===== src/design/drmt_pkg.sv =====
// shared constants and types for the dirty rectangle merge tracker
// no dependencies
`timescale 1ns / 1ps

package drmt_pkg;

  localparam int TABLE_DEPTH = 32;
  localparam int COORD_BITS  = 10;
  localparam int SLACK_BITS  = 4;
  localparam int IN_BITS     = 16;
  localparam int IDX_BITS    = (TABLE_DEPTH > 1) ? $clog2(TABLE_DEPTH) : 1;
  localparam int CNT_BITS    = $clog2(TABLE_DEPTH + 1);
  localparam int CFG_IDX_BITS = 2;

  localparam logic [CFG_IDX_BITS-1:0] REG_DISP_WIDTH  = 2'd0;
  localparam logic [CFG_IDX_BITS-1:0] REG_DISP_HEIGHT = 2'd1;
  localparam logic [CFG_IDX_BITS-1:0] REG_TOP_MARGIN  = 2'd2;
  localparam logic [CFG_IDX_BITS-1:0] REG_MERGE_SLACK = 2'd3;

  localparam logic [COORD_BITS-1:0] RESET_WIDTH  = COORD_BITS'(240);
  localparam logic [COORD_BITS-1:0] RESET_HEIGHT = COORD_BITS'(320);
  localparam logic [COORD_BITS-1:0] RESET_MARGIN = COORD_BITS'(30);
  localparam logic [SLACK_BITS-1:0] RESET_SLACK  = SLACK_BITS'(2);

  localparam logic OP_MARK  = 1'b0;
  localparam logic OP_DRAIN = 1'b1;

  typedef struct packed {
    logic [COORD_BITS-1:0] span_y;
    logic [COORD_BITS-1:0] span_x;
    logic [COORD_BITS-1:0] top;
    logic [COORD_BITS-1:0] left;
  } rect_t;

  localparam int RECT_BITS = $bits(rect_t);

  typedef struct packed {
    logic [COORD_BITS-1:0] disp_width;
    logic [COORD_BITS-1:0] disp_height;
    logic [COORD_BITS-1:0] top_margin;
  } geom_t;

endpackage


===== src/design/drmt_ram.sv =====
// generic simple dual port ram, one write port and one registered read port
// no dependencies
`timescale 1ns / 1ps

module drmt_ram #(
  parameter int WIDTH = 8,
  parameter int DEPTH = 16
) (
  input  logic                           clk,
  input  logic                           we,
  input  logic [$clog2(DEPTH > 1 ? DEPTH : 2)-1:0] waddr,
  input  logic [WIDTH-1:0]               wdata,
  input  logic                           re,
  input  logic [$clog2(DEPTH > 1 ? DEPTH : 2)-1:0] raddr,
  output logic [WIDTH-1:0]               rdata
);

  logic [WIDTH-1:0] mem [DEPTH];

  always_ff @(posedge clk) begin
    if (we) begin
      mem[waddr] <= wdata;
    end
    if (re) begin
      rdata <= mem[raddr];
    end
  end

endmodule


===== src/design/drmt_clamp.sv =====
// rejects and clamps an incoming rectangle to the drawable band, registered result
// depends on drmt_pkg
`timescale 1ns / 1ps

module drmt_clamp (
  input  logic                                clk,
  input  logic                                load,
  input  drmt_pkg::geom_t                     geom,
  input  logic signed [drmt_pkg::IN_BITS-1:0] x,
  input  logic signed [drmt_pkg::IN_BITS-1:0] y,
  input  logic signed [drmt_pkg::IN_BITS-1:0] w,
  input  logic signed [drmt_pkg::IN_BITS-1:0] h,
  output logic                                ok,
  output drmt_pkg::rect_t                     rect
);

  localparam int WB = drmt_pkg::IN_BITS + 2;

  logic signed [WB-1:0] xs, ys, ws, hs, xe, ye;
  logic signed [WB-1:0] lim_w, lim_h, lim_t;
  logic signed [WB-1:0] x1, x2, y1, y2, dx, dy;
  logic                 reject;

  function automatic logic signed [WB-1:0] clampv(
    input logic signed [WB-1:0] v,
    input logic signed [WB-1:0] lo,
    input logic signed [WB-1:0] hi
  );
    logic signed [WB-1:0] r;
    if (v < lo) begin
      r = lo;
    end else if (v > hi) begin
      r = hi;
    end else begin
      r = v;
    end
    return r;
  endfunction

  always_comb begin
    xs    = WB'(x);
    ys    = WB'(y);
    ws    = WB'(w);
    hs    = WB'(h);
    xe    = xs + ws;
    ye    = ys + hs;
    lim_w = WB'({1'b0, geom.disp_width});
    lim_h = WB'({1'b0, geom.disp_height});
    lim_t = WB'({1'b0, geom.top_margin});
    x1    = clampv(xs, '0, lim_w);
    x2    = clampv(xe, '0, lim_w);
    y1    = clampv(ys, lim_t, lim_h);
    y2    = clampv(ye, lim_t, lim_h);
    dx    = x2 - x1;
    dy    = y2 - y1;
    reject = (ws <= 0) || (hs <= 0) || (xs >= lim_w) || (ys >= lim_h) ||
             (xe <= 0) || (ye <= lim_t) || (x2 <= x1) || (y2 <= y1);
  end

  always_ff @(posedge clk) begin
    if (load) begin
      ok          <= !reject;
      rect.left   <= x1[drmt_pkg::COORD_BITS-1:0];
      rect.top    <= y1[drmt_pkg::COORD_BITS-1:0];
      rect.span_x <= dx[drmt_pkg::COORD_BITS-1:0];
      rect.span_y <= dy[drmt_pkg::COORD_BITS-1:0];
    end
  end

endmodule


===== src/design/dirty_rect_merge_tracker.sv =====
// top level: region table control, merge scan, drain sequencing, config registers
// depends on drmt_pkg, drmt_ram, drmt_clamp
`timescale 1ns / 1ps
// Dirty rectangle tracker with merging.
// Input items arrive on s_t*: tuser is the operation (0 mark, 1 drain), tdata holds
// left, top, span_x, span_y as 16-bit signed values from the lowest bit up.
// A mark is clamped to the drawable band and merged into the first stored region it
// touches (within merge_slack), appended otherwise, or sets a full-redraw flag when
// the table is full. A mark gives no result; it passes through a clamp state and then,
// if regions are stored, scans them in table order; the scan reads the region table
// ram one entry per cycle.
// A drain emits on m_t* each stored region in table order (tlast on the final one),
// or one full-band region when the flag is set, or one item with tuser
// (nothing_dirty) set and zero fields when the table is empty, then clears the table.
// A drain's first result is registered in the start state if the flag is set or the
// table is empty, else in the drain state, then one per cycle while m_tready is high;
// a stall on m_tready holds the output register and pauses the drain.
// One item is worked on at a time; s_tready is high only when idle.
// Config writes on cfg_* are always taken; write them only while idle.
// Reset clears the region count and flag and loads the default geometry and slack; ram
// contents are never read before they are written, so no clearing pass is needed.

module dirty_rect_merge_tracker (
  input  logic                              clk,
  input  logic                              rst,
  input  logic                              s_tvalid,
  output logic                              s_tready,
  input  logic [63:0]                       s_tdata,  // left, top, span_x, span_y
  input  logic                              s_tuser,  // operation
  output logic                              m_tvalid,
  input  logic                              m_tready,
  output logic [39:0]                       m_tdata,  // left, top, span_x, span_y
  output logic                              m_tuser,  // nothing_dirty
  output logic                              m_tlast,
  input  logic                              cfg_valid,
  output logic                              cfg_ready,
  input  logic [drmt_pkg::CFG_IDX_BITS-1:0] cfg_index,
  input  logic [drmt_pkg::COORD_BITS-1:0]   cfg_data
);

  localparam int CB = drmt_pkg::COORD_BITS;
  localparam int SB = CB + 2;
  localparam int IB = drmt_pkg::IDX_BITS;
  localparam int NB = drmt_pkg::CNT_BITS;

  localparam logic [2:0] S_IDLE   = 3'd0;
  localparam logic [2:0] S_CLAMP  = 3'd1;
  localparam logic [2:0] S_SCAN   = 3'd2;
  localparam logic [2:0] S_DSTART = 3'd3;
  localparam logic [2:0] S_DRAIN  = 3'd4;

  logic [2:0]    state;
  logic [IB-1:0] idx;
  logic [NB-1:0] count;
  logic          overflow;

  drmt_pkg::geom_t              geom;
  logic [drmt_pkg::SLACK_BITS-1:0] slack;

  logic            s_accept, out_free;
  logic            c_ok;
  drmt_pkg::rect_t c_rect, entry, merged;

  logic            ram_we, ram_re;
  logic [IB-1:0]   ram_waddr, ram_raddr;
  drmt_pkg::rect_t ram_wdata;

  logic            ovalid, olast, onone;
  drmt_pkg::rect_t orect;

  logic [SB-1:0] e_r, e_b, c_r, c_b, e_rs, e_bs, c_rs, c_bs;
  logic [SB-1:0] max_r, max_b, min_l, min_t;
  logic          touch, idx_last, full;
  logic [CB-1:0] ov_span_y;

  assign s_accept  = s_tvalid && s_tready;
  assign s_tready  = (state == S_IDLE);
  assign cfg_ready = 1'b1;
  assign out_free  = !ovalid || m_tready;

  assign m_tvalid = ovalid;
  assign m_tdata  = {orect.span_y, orect.span_x, orect.top, orect.left};
  assign m_tuser  = onone;
  assign m_tlast  = olast;

  // config registers
  always_ff @(posedge clk) begin
    if (rst) begin
      geom.disp_width  <= drmt_pkg::RESET_WIDTH;
      geom.disp_height <= drmt_pkg::RESET_HEIGHT;
      geom.top_margin  <= drmt_pkg::RESET_MARGIN;
      slack            <= drmt_pkg::RESET_SLACK;
    end else if (cfg_valid && cfg_ready) begin
      case (cfg_index)
        drmt_pkg::REG_DISP_WIDTH:  geom.disp_width  <= cfg_data;
        drmt_pkg::REG_DISP_HEIGHT: geom.disp_height <= cfg_data;
        drmt_pkg::REG_TOP_MARGIN:  geom.top_margin  <= cfg_data;
        drmt_pkg::REG_MERGE_SLACK: slack <= cfg_data[drmt_pkg::SLACK_BITS-1:0];
        default: ;
      endcase
    end
  end

  drmt_clamp u_clamp (
    .clk  (clk),
    .load (s_accept && (s_tuser == drmt_pkg::OP_MARK)),
    .geom (geom),
    .x    (s_tdata[15:0]),
    .y    (s_tdata[31:16]),
    .w    (s_tdata[47:32]),
    .h    (s_tdata[63:48]),
    .ok   (c_ok),
    .rect (c_rect)
  );

  drmt_ram #(
    .WIDTH (drmt_pkg::RECT_BITS),
    .DEPTH (drmt_pkg::TABLE_DEPTH)
  ) u_table (
    .clk   (clk),
    .we    (ram_we),
    .waddr (ram_waddr),
    .wdata (ram_wdata),
    .re    (ram_re),
    .raddr (ram_raddr),
    .rdata (entry)
  );

  // touch test and bounding union against the entry read last cycle
  always_comb begin
    e_r   = SB'(entry.left) + SB'(entry.span_x);
    e_b   = SB'(entry.top) + SB'(entry.span_y);
    c_r   = SB'(c_rect.left) + SB'(c_rect.span_x);
    c_b   = SB'(c_rect.top) + SB'(c_rect.span_y);
    e_rs  = e_r + SB'(slack);
    e_bs  = e_b + SB'(slack);
    c_rs  = c_r + SB'(slack);
    c_bs  = c_b + SB'(slack);
    touch = (SB'(entry.left) <= c_rs) && (SB'(c_rect.left) <= e_rs) &&
            (SB'(entry.top) <= c_bs) && (SB'(c_rect.top) <= e_bs);
    max_r = (e_r > c_r) ? e_r : c_r;
    max_b = (e_b > c_b) ? e_b : c_b;
    min_l = (entry.left < c_rect.left) ? SB'(entry.left) : SB'(c_rect.left);
    min_t = (entry.top < c_rect.top) ? SB'(entry.top) : SB'(c_rect.top);
    merged.left   = min_l[CB-1:0];
    merged.top    = min_t[CB-1:0];
    merged.span_x = CB'(max_r - min_l);
    merged.span_y = CB'(max_b - min_t);
  end

  assign idx_last = ((NB'(idx) + NB'(1)) >= count);
  assign full     = (count >= NB'(drmt_pkg::TABLE_DEPTH));
  assign ov_span_y = (geom.disp_height > geom.top_margin) ?
                     (geom.disp_height - geom.top_margin) : '0;

  // ram port control
  always_comb begin
    ram_we    = 1'b0;
    ram_waddr = idx;
    ram_wdata = c_rect;
    ram_re    = 1'b0;
    ram_raddr = '0;
    case (state)
      S_CLAMP: begin
        if (c_ok && (count == '0)) begin
          ram_we    = 1'b1;
          ram_waddr = '0;
        end else if (c_ok) begin
          ram_re = 1'b1;
        end
      end
      S_SCAN: begin
        if (touch) begin
          ram_we    = 1'b1;
          ram_wdata = merged;
        end else if (!idx_last) begin
          ram_re    = 1'b1;
          ram_raddr = idx + IB'(1);
        end else if (!full) begin
          ram_we    = 1'b1;
          ram_waddr = count[IB-1:0];
        end
      end
      S_DSTART: begin
        ram_re = !overflow && (count != '0);
      end
      S_DRAIN: begin
        if (out_free && !idx_last) begin
          ram_re    = 1'b1;
          ram_raddr = idx + IB'(1);
        end
      end
      default: ;
    endcase
  end

  // sequencer
  always_ff @(posedge clk) begin
    if (rst) begin
      state    <= S_IDLE;
      count    <= '0;
      overflow <= 1'b0;
      idx      <= '0;
    end else begin
      case (state)
        S_IDLE: begin
          if (s_accept) begin
            state <= (s_tuser == drmt_pkg::OP_DRAIN) ? S_DSTART : S_CLAMP;
          end
        end
        S_CLAMP: begin
          idx <= '0;
          if (!c_ok) begin
            state <= S_IDLE;
          end else if (count == '0) begin
            count <= NB'(1);
            state <= S_IDLE;
          end else begin
            state <= S_SCAN;
          end
        end
        S_SCAN: begin
          if (touch) begin
            state <= S_IDLE;
          end else if (!idx_last) begin
            idx <= idx + IB'(1);
          end else begin
            if (full) begin
              overflow <= 1'b1;
            end else begin
              count <= count + NB'(1);
            end
            state <= S_IDLE;
          end
        end
        S_DSTART: begin
          idx <= '0;
          if (overflow || (count == '0)) begin
            if (out_free) begin
              overflow <= 1'b0;
              count    <= '0;
              state    <= S_IDLE;
            end
          end else begin
            state <= S_DRAIN;
          end
        end
        S_DRAIN: begin
          if (out_free) begin
            if (idx_last) begin
              count <= '0;
              state <= S_IDLE;
            end else begin
              idx <= idx + IB'(1);
            end
          end
        end
        default: state <= S_IDLE;
      endcase
    end
  end

  // output register
  always_ff @(posedge clk) begin
    if (rst) begin
      ovalid <= 1'b0;
    end else if (out_free) begin
      ovalid <= ((state == S_DSTART) && (overflow || (count == '0))) ||
                (state == S_DRAIN);
    end
  end

  always_ff @(posedge clk) begin
    if (out_free) begin
      if (state == S_DRAIN) begin
        orect <= entry;
        onone <= 1'b0;
        olast <= idx_last;
      end else if (overflow) begin
        orect.left   <= '0;
        orect.top    <= geom.top_margin;
        orect.span_x <= geom.disp_width;
        orect.span_y <= ov_span_y;
        onone        <= 1'b0;
        olast        <= 1'b1;
      end else begin
        orect <= '0;
        onone <= 1'b1;
        olast <= 1'b1;
      end
    end
  end

endmodule


===== config.mk =====
export PLATFORM = sky130hd
export DESIGN_NAME = dirty_rect_merge_tracker
export DESIGN_NICKNAME = d
export VERILOG_FILES = /design/src/design/drmt_pkg.sv /design/src/design/drmt_ram.sv /design/src/design/drmt_clamp.sv /design/src/design/dirty_rect_merge_tracker.sv
export SDC_FILE = /design/constraint.sdc
export NUM_CORES = 2
export LEC_CHECK = 0
export ABC_CLOCK_PERIOD_IN_PS = 9450
export BUFFER_PORTS_ARGS = -buffer_cell sky130_fd_sc_hd__buf_4
export CORE_MARGIN = 2
export CORE_UTILIZATION = 63
export CTS_CLUSTER_SIZE = 8
export DETAILED_ROUTE_END_ITERATION = 10
export PLACE_DENSITY = 0.85
export SLEW_MARGIN = 20
export SYNTH_ARGS = -nofsm -noshare
export SYNTH_HDL_FRONTEND = slang
export SYNTH_SLANG_ARGS = --single-unit

===== constraint.sdc =====
create_clock -name clk -period 9.45 [get_ports clk]
set_clock_uncertainty 0.1 [all_clocks]
set_input_delay 1.89 -clock clk [delete_from_list [all_inputs] [get_ports clk]]
set_output_delay 1.89 -clock clk [all_outputs]
set_load 0.01 [all_outputs]

; Word-level counts from Yosys, hierarchy flattened
; Memories as Yosys holds them, arrays and structs flattened. A register that Yosys moved wholly into a read port is not among the register bits.
; Index checks and enable logic that the tools add are counted.
[op_classes]
muxes = 70
n_bitwise = 1
magnitude_cmp = 27
n_addsub = 18
n_reduce_logical = 39
eq_ne = 19
[op_table]
columns = cell, count
row1 = two-way mux 40 bit, 4
row2 = two-way mux 18 bit, 8
row3 = two-way mux 6 bit, 9
row4 = two-way mux 10 bit, 5
row5 = two-way mux 5 bit, 10
row6 = subtractor 10 bit, 5
row7 = adder 11 x 4 -> 12 bit, 4
row8 = less-or-equal comparator 10 x 12 -> 1 bit, 4
row9 = adder 10 x 10 -> 11 bit, 4
row10 = less-or-equal comparator 18 bit, 2
row11 = adder 16 x 16 -> 17 bit, 2
row12 = greater-or-equal comparator 16 x 11 -> 1 bit, 2
row13 = greater-than comparator 16 x 11 -> 1 bit, 2
row14 = less-or-equal comparator 16 x 1 -> 1 bit (second input constant), 2
row15 = case mux 6 bit (4 select lines), 1
row16 = greater-than comparator 11 bit, 2
row17 = less-than comparator 10 bit, 2
row18 = case mux 5 bit (2 select lines), 2
row19 = greater-than comparator 18 x 11 -> 1 bit, 1
row20 = less-or-equal comparator 18 x 11 -> 1 bit, 1
row21 = less-than comparator 18 x 11 -> 1 bit, 1
row22 = two-way mux 3 bit, 6
row23 = inequality test 2 bit (second input constant), 9
row24 = greater-than comparator 17 x 11 -> 1 bit, 1
row25 = other kinds (39), 85
[word_totals]
inputBits = 82
ram_bits = 1280
out_inout_bits = 45
ff_bits = 133
word_cells = 195
memories = 1
[mem_list]
columns = memory, depth, width, read_ports, rd_ports_with_merged_regs, write_ports, line
row1 = u_table.mem, 32, 40, 1, 1, 1, drmt_ram.sv:18  ; logic [WIDTH-1:0] mem [DEPTH];

; Longest topological paths before layout
[depth]
ltp_word = 10
depth_mapped = 34
ltp_nobuf = 33

; Modules after synthesis
; From an unflattened synthesis, not the netlist that was laid out.
[hier_totals]
hier_cells = 4892
area_unflattened_um2 = 68424.4
[by_module_without_submodules]
columns = module, cells_per_inst, area_each_um2, instances
row1 = drmt_ram, 2813, 50965.1, 1
row2 = dirty_rect_merge_tracker, 1294, 10871.7, 1
row3 = drmt_clamp, 785, 6587.6, 1

; Least setup slack after synthesis
; Ideal clock, no wire load.
[synth_timing]
path_type = input to register
from = input s_tdata[0]
to = register u_clamp.ok, data pin
setup_slack_ns = 1.950
required_time_ns = 9.218
n_path_buf = 1
stages = 31
arrival_ns = 7.268
cell_sequence = ha_1 inv_1 fa_1 nor2b_1 o21ai_0 a21boi_1 o21ai_0 a21boi_1 o2111ai_1 nand3_1 a31o_2 a211o_1 a2111oi_0 nand3_1 buf_2 mux2_1 ha_1 inv_1 fa_1 a21o_1 a21oi_1 o21ai_0 a21oi_1 o21bai_1 a21oi_1 o21bai_1 a31oi_1 or4_1 a311oi_1 o211a_1 and3_1
[synth_via]
elab_chain_len = 8
elab_cells_between_ends = 19
classes_between = add/sub (1) / order compare (7) / mux (4) / reduce/logical (7)
[synth_rtl]
columns = item, line
row1 = start: declaration, dirty_rect_merge_tracker.sv:28  ; input logic [63:0] s_tdata,
row2 = adder 16 x 16 -> 17 bit / greater-or-equal comparator 16 x 11 -> 1 bit (equally long branches), "drmt_clamp.sv:45, drmt_clamp.sv:56"
row3 = greater-than comparator 17 x 11 -> 1 bit / logical OR 1 bit (equally long branches), "drmt_clamp.sv:32, drmt_clamp.sv:56"
row4 = two-way mux 18 bit / logical OR 1 bit (equally long branches), "drmt_clamp.sv:32, drmt_clamp.sv:56"
row5 = two-way mux 18 bit / logical OR 1 bit (equally long branches), "drmt_clamp.sv:30, drmt_clamp.sv:56"
row6 = less-or-equal comparator 18 bit / logical OR 1 bit (equally long branches), drmt_clamp.sv:57  ; (xe <= 0) || (ye <= lim_t) || (x2 <= x1) || (y2 <= y1);
row7 = logical OR 1 bit * (2 in a row), drmt_clamp.sv:57
row8 = zero test 1 bit *, drmt_clamp.sv:62  ; ok <= !reject;
row9 = end signal: assignment, drmt_clamp.sv:62
row10 = end: declaration, drmt_clamp.sv:13  ; output logic ok,
; Mark *: on every way between the ends. The rest lies on a longest branch, timed or not.
; A chain may end at the register's enable or synchronous reset.

; Worst setup path in the final report
[layout_timing]
from = register u_clamp.rect[10] (netlist name)
to = register u_table.rdata[19], read port of u_table.mem, data pin
[layout_via]
elab_chain_len = 7
elab_cells_between_ends = 10
classes_between = add/sub (2) / order compare (2) / mux (4) / reduce/logical (2)
[layout_rtl]
columns = item, line
row1 = start: declaration, drmt_clamp.sv:14  ; output drmt_pkg::rect_t rect
row2 = adder 10 x 10 -> 11 bit, dirty_rect_merge_tracker.sv:134  ; c_b = SB'(c_rect.top) + SB'(c_rect.span_y);
row3 = adder 11 x 4 -> 12 bit, dirty_rect_merge_tracker.sv:138  ; c_bs = c_b + SB'(slack);
row4 = less-or-equal comparator 10 x 12 -> 1 bit, dirty_rect_merge_tracker.sv:140  ; (SB'(entry.top) <= c_bs) && (SB'(c_rect.top) <= e_bs);
row5 = logical AND 1 bit, dirty_rect_merge_tracker.sv:139  ; touch = (SB'(entry.left) <= c_rs) && (SB'(c_rect.left) <= e_rs) &&
row6 = logical AND 1 bit *, dirty_rect_merge_tracker.sv:140
row7 = two-way mux 1 bit / two-way mux 5 bit (equally long branches), dirty_rect_merge_tracker.sv:173  ; if (touch) begin
row8 = case mux 1 bit (4 select lines) / case mux 5 bit (2 select lines) (equally long branches), dirty_rect_merge_tracker.sv:163  ; case (state)
row9 = end: declaration, drmt_ram.sv:15  ; output logic [WIDTH-1:0] rdata
; Marked as above.

==> impl_table.tex <==
\begin{tabular}{lr}
\hline
Metric & Value \\
\hline
\multicolumn{2}{l}{\textbf{Worst setup path}} \\
\quad Worst flop-to-flop path endpoint & u\_table.rdata[19]\$\_DFFE\_PP\_ \\
\quad Timing startpoint of the critical path & u\_clamp.rect[10]\$\_DFFE\_PP\_ \\
\quad Worst Path Max Fanout & 25 \\
\quad Largest incremental delay on the critical path & 930 ps \\
\quad CP Launch Type & flip-flop \\
\quad Arrival time of data at the critical path endpoint & 8460 ps \\
\quad Category of the critical setup timing path & reg2reg \\
\quad Flop2flop setup slack & 1450 ps \\
\quad Reg2reg start & u\_clamp.rect[10]\$\_DFFE\_PP\_ \\
\quad Capturing element of the worst setup path & u\_table.rdata[19]\$\_DFFE\_PP\_ \\
\quad Worst Reg-to-Reg Cells & 21 \\
\quad Cell-by-cell listing of the critical path & ha\_1 > fa\_1 > xnor2\_1 > inv\_1 > ha\_1 > a21oi\_1 > nor2b\_1 > o21ai\_0 > or4\_1 > xor2\_1 > ha\_1 > nand2\_1 > or2\_2 > nor3\_1 > a2111oi\_0 > nor3b\_2 > o31ai\_2 > nand2\_2 > nand2\_1 > a211oi\_1 > o31ai\_1 \\
\quad Required time reported for the critical path endpoint & 9920 ps \\
\quad Slowest cell on the critical path & sky130\_fd\_sc\_hd\_\_o31ai\_2 \\
\quad Most repeated library cell on the critical path & sky130\_fd\_sc\_hd\_\_ha\_1 \\
\quad Kind of capture point of the worst setup path & flip-flop \\
\multicolumn{2}{l}{\textbf{Clock network}} \\
\quad Cts bufs inserted & 201 \\
\quad Count of instances resized after the clock tree is built & 0 \\
\quad Post-CTS Setup Bufs & 0 \\
\quad Maximum count of clock buffers along a single path & 3 \\
\quad Clock tree from TritonCTS & built \\
\quad Cts-stage hold buffer count & 0 \\
\quad Reg clk slew, reported paths & 50 ps \\
\quad H-tree levels & 4 \\
\quad Number of clock sinks seen by CTS & 1453 \\
\quad Root buffer selected by CTS & sky130\_fd\_sc\_hd\_\_clkbuf\_16 \\
\quad Skew-Pair Late Insertion Delay & between 800 and 900 ps \\
\multicolumn{2}{l}{\textbf{Layout}} \\
\quad Layout cell share with drive strength beyond 1 & 15.0\% \\
\quad Fill cell instance count of the final layout & between 6000 and 7000 \\
\quad Storage cell area & 43100 um2 \\
\quad Final nets & 5627 \\
\quad Area of the multi-input gates & around 24000 um2 \\
\quad Syn-to-layout area delta & 13.1\% \\
\multicolumn{2}{l}{\textbf{Min path}} \\
\quad Worst hold path class & reg2reg \\
\multicolumn{2}{l}{\textbf{Placed design}} \\
\quad Number of input and output port buffers inserted & 125 \\
\quad Half-perimeter wire length of the detailed placement result & 122000 um \\
\quad Final weighted congestion in routability-driven placement & between 0.9 and 1 \\
\multicolumn{2}{l}{\textbf{Power and ir drop}} \\
\quad Power density over the cells & 200 nW/um2 \\
\quad P\_leak & 0.0268 uW \\
\quad Worst supply voltage drop on vdd & 187 uV \\
\multicolumn{2}{l}{\textbf{STA}} \\
\quad Final critical-path share of the clock period & 84.6\% \\
\quad Finish-stage setup viols & 0 \\
\quad Final Hold Fails & 0 \\
\quad Peak Freq & 125 MHz \\
\quad Tightest Pin Transition & 1170 ps \\
\quad Headroom to the max-slew limit & 21.7\% \\
\quad Hold WS & 423 ps \\
\quad Max Transition Viols Final & 0 \\
\quad Final setup TNS & 0 ps \\
\quad Final critical delay including setup and external delays & approximately 8000 ps \\
\quad RSZ-0062 raised after global routing & no \\
\multicolumn{2}{l}{\textbf{Flow run}} \\
\quad Max-cap violations & 0 \\
\multicolumn{2}{l}{\textbf{Logic synthesis}} \\
\quad Number of enable flip-flop cells after synthesis & 1403 \\
\quad Proportion of synthesized chip area in sequential cells & 63.2\% \\
\quad Yosys warnings & 0 \\
\quad \#FFs+latches synth & 1453 \\
\quad Post-Synthesis Cell Area & between 60000 and 70000 um2 \\
\quad Post-Syn Area per Cell & 13.6 um2 \\
\quad Most used DFF post-synth & sky130\_fd\_sc\_hd\_\_edfxtp\_1 \\
\quad Post-synthesis instance total & roughly 5000 \\
\quad Share of async-settable or async-resettable flops after synthesis & 0\% \\
\quad Number of distinct library cells after synthesis & 93 \\
\multicolumn{2}{l}{\textbf{Die}} \\
\quad Num rows & 120 \\
\quad Floorplan die area & 111000 um2 \\
\quad Die width & 333 um \\
\quad Initial cell density of the core & 63.6\% \\
\quad I/O pins & 127 \\
\quad Die Y-Extent & 333 um \\
\quad Floorplan Core Area & $\sim$110000 um2 \\
\multicolumn{2}{l}{\textbf{GRT}} \\
\quad GRT Util Overall & 37.3\% \\
\quad Global-route wire length before repair & 304000 um \\
\quad Number of antenna violations at the first check in global routing & 2 \\
\quad Aggregate global routing overflow & 0 \\
\quad Largest net degree at the start of global routing & about 180 \\
\quad Via count of the first global-routing pass & about 48000 \\
\multicolumn{2}{l}{\textbf{Route}} \\
\quad Detail-routed via count per cell & between 7 and 8 \\
\quad Number of detailed-routing iterations run before antenna repair & 9 \\
\quad Number of nets still failing antenna checks after routing & 0 \\
\quad Vias & between 40000 and 50000 \\
\quad Initial DRC count & roughly 8000 \\
\quad Routed wire length per instance & between 30 and 40 um \\
\quad Count of unresolved DRC violations after routing & 0 \\
\quad Sum of routed wire length over all layers & 209000 um \\
\multicolumn{2}{l}{\textbf{Outcome}} \\
\quad Outcome & finished clean \\
\hline
\end{tabular}
per-layer routing:
| layer | global-route usage [%] | routed length [um] |
|---|---|---|
| met5 | 0 | 22 |
| met4 | 22.2 | 13800 |
| met3 | 11.0 | 28700 |
| met2 | 58.4 | 96200 |
| met1 | 46.2 | 70700 |
cell usage after synthesis (114+ instances only):
master                     instances  area [um2]
sky130_fd_sc_hd__o21ai_0         282        1410
sky130_fd_sc_hd__nand2_1         276        1040
sky130_fd_sc_hd__inv_1           199         747
sky130_fd_sc_hd__clkbuf_1        194         728
sky130_fd_sc_hd__mux2_2          141        1590
sky130_fd_sc_hd__a211oi_1        164        1230
sky130_fd_sc_hd__ha_1            296        3700
sky130_fd_sc_hd__mux2i_1         237        2370
sky130_fd_sc_hd__nor2_1          248         931
sky130_fd_sc_hd__o22ai_1         114         713
sky130_fd_sc_hd__edfxtp_1       1403       42100
sky130_fd_sc_hd__a21oi_1         172         861
placed cells by master, fill, tap and decap left out, drive strengths merged, types with 27 or more instances in the layout:
cell type / synthesis / layout
edfxtp: 1403 / 1403
ha: 296 / 296
o21ai: 288 / 288
nand2: 278 / 278
buf: 54 / 253
nor2: 250 / 250
mux2i: 238 / 238
clkbuf: 194 / 220
inv: 199 / 207
a21oi: 177 / 177
a211oi: 167 / 167
mux2: 156 / 156
o22ai: 114 / 114
nor2b: 92 / 92
nand3: 88 / 88
o211ai: 80 / 80
a21o: 79 / 79
xnor2: 71 / 71
nor3: 68 / 68
nand4: 56 / 56
dfxtp: 50 / 50
o221ai: 45 / 45
xor2: 42 / 42
mux4: 41 / 41
o21a: 40 / 40
nand2b: 36 / 36
o31ai: 31 / 31
a2bb2oi: 28 / 28
o311ai: 27 / 27
flip-flops by register name, summed over array words and instances, names as in the netlist, 4 cells and up:
signal	count
u_clamp.rect	40
m_tdata	40
idx	5
slack	4
geom	30
count	6
u_table.rdata	40
u_table.mem	1280
power breakdown:
group	switching, uW	internal, uW	leakage [uW]	total [uW]
combinational	1050	601	0.0110	1650
sequential	62.3	7280	0.0132	7340
clock	2640	3810	0.00265	6450
total	3750	11700	0.0268	15400
cell families after synthesis:
family	share of synthesized area, %
other	0.0110
XOR/XNOR	1.46
flip-flops	63.2
adder cells (fa/ha/maj)	5.87
AND/OR/NAND/NOR	6.98
multiplexers	7.44
buffers and inverters	2.54
AO/OA/AOI/OAI	12.5
per-stage QoR:
stage | cell area [um2] | util (%) | worst slack, ps | cells | power (uW)
floorplan | 68300 | - | 1950 | 5026 | 8510
detailed placement | 71700 | 66.8 | 863 | 6433 | 9030
global route | 77200 | 72.0 | 1060 | 6672 | 15800
CTS | 77100 | 71.9 | 1640 | 6671 | 15400
global placement | 71600 | 66.8 | 847 | 6432 | 8980
finish | 77200 | 72.0 | 1450 | 6673 | 15400
critical path, delay by kind of cell (launching register included):
kind / cells / cell delay (ps)
AOI/OAI and AO/OA: 6 / 2320
xor gates and xnor gates: 2 / 420
adders and majority gates: 4 / 1350
buffers and inverters: 1 / 90
DFF: 1 / 480
and+or+nand+nor: 8 / 2980
area by class of cell:
cell class	instances	share of cell area, %
antenna	1	0.00324
clock buffer	220	6.63
clock inverter	18	0.412
inverter	199	0.971
multi-input combinational	3126	31.1
sequential	1453	55.9
tap	1403	2.27
timing repair buffer	253	2.69
worst min-delay path by stage:
stage                          startpoint               endpoint  slack, ps  cells after the start
floorplan            geom[5]$_SDFFE_PP0P_   geom[5]$_SDFFE_PP0P_        370                      2
CTS                  geom[9]$_SDFFE_PP0P_   geom[9]$_SDFFE_PP0P_        410                      2
global placement     geom[9]$_SDFFE_PP0P_   geom[9]$_SDFFE_PP0P_        400                      2
finish              count[1]$_SDFFE_PP0P_  count[1]$_SDFFE_PP0P_        420                      2
global route        count[1]$_SDFFE_PP0P_  count[1]$_SDFFE_PP0P_        440                      2
detailed placement   geom[9]$_SDFFE_PP0P_   geom[9]$_SDFFE_PP0P_        410                      2
Note: power is estimated with default switching activity, not from simulation.
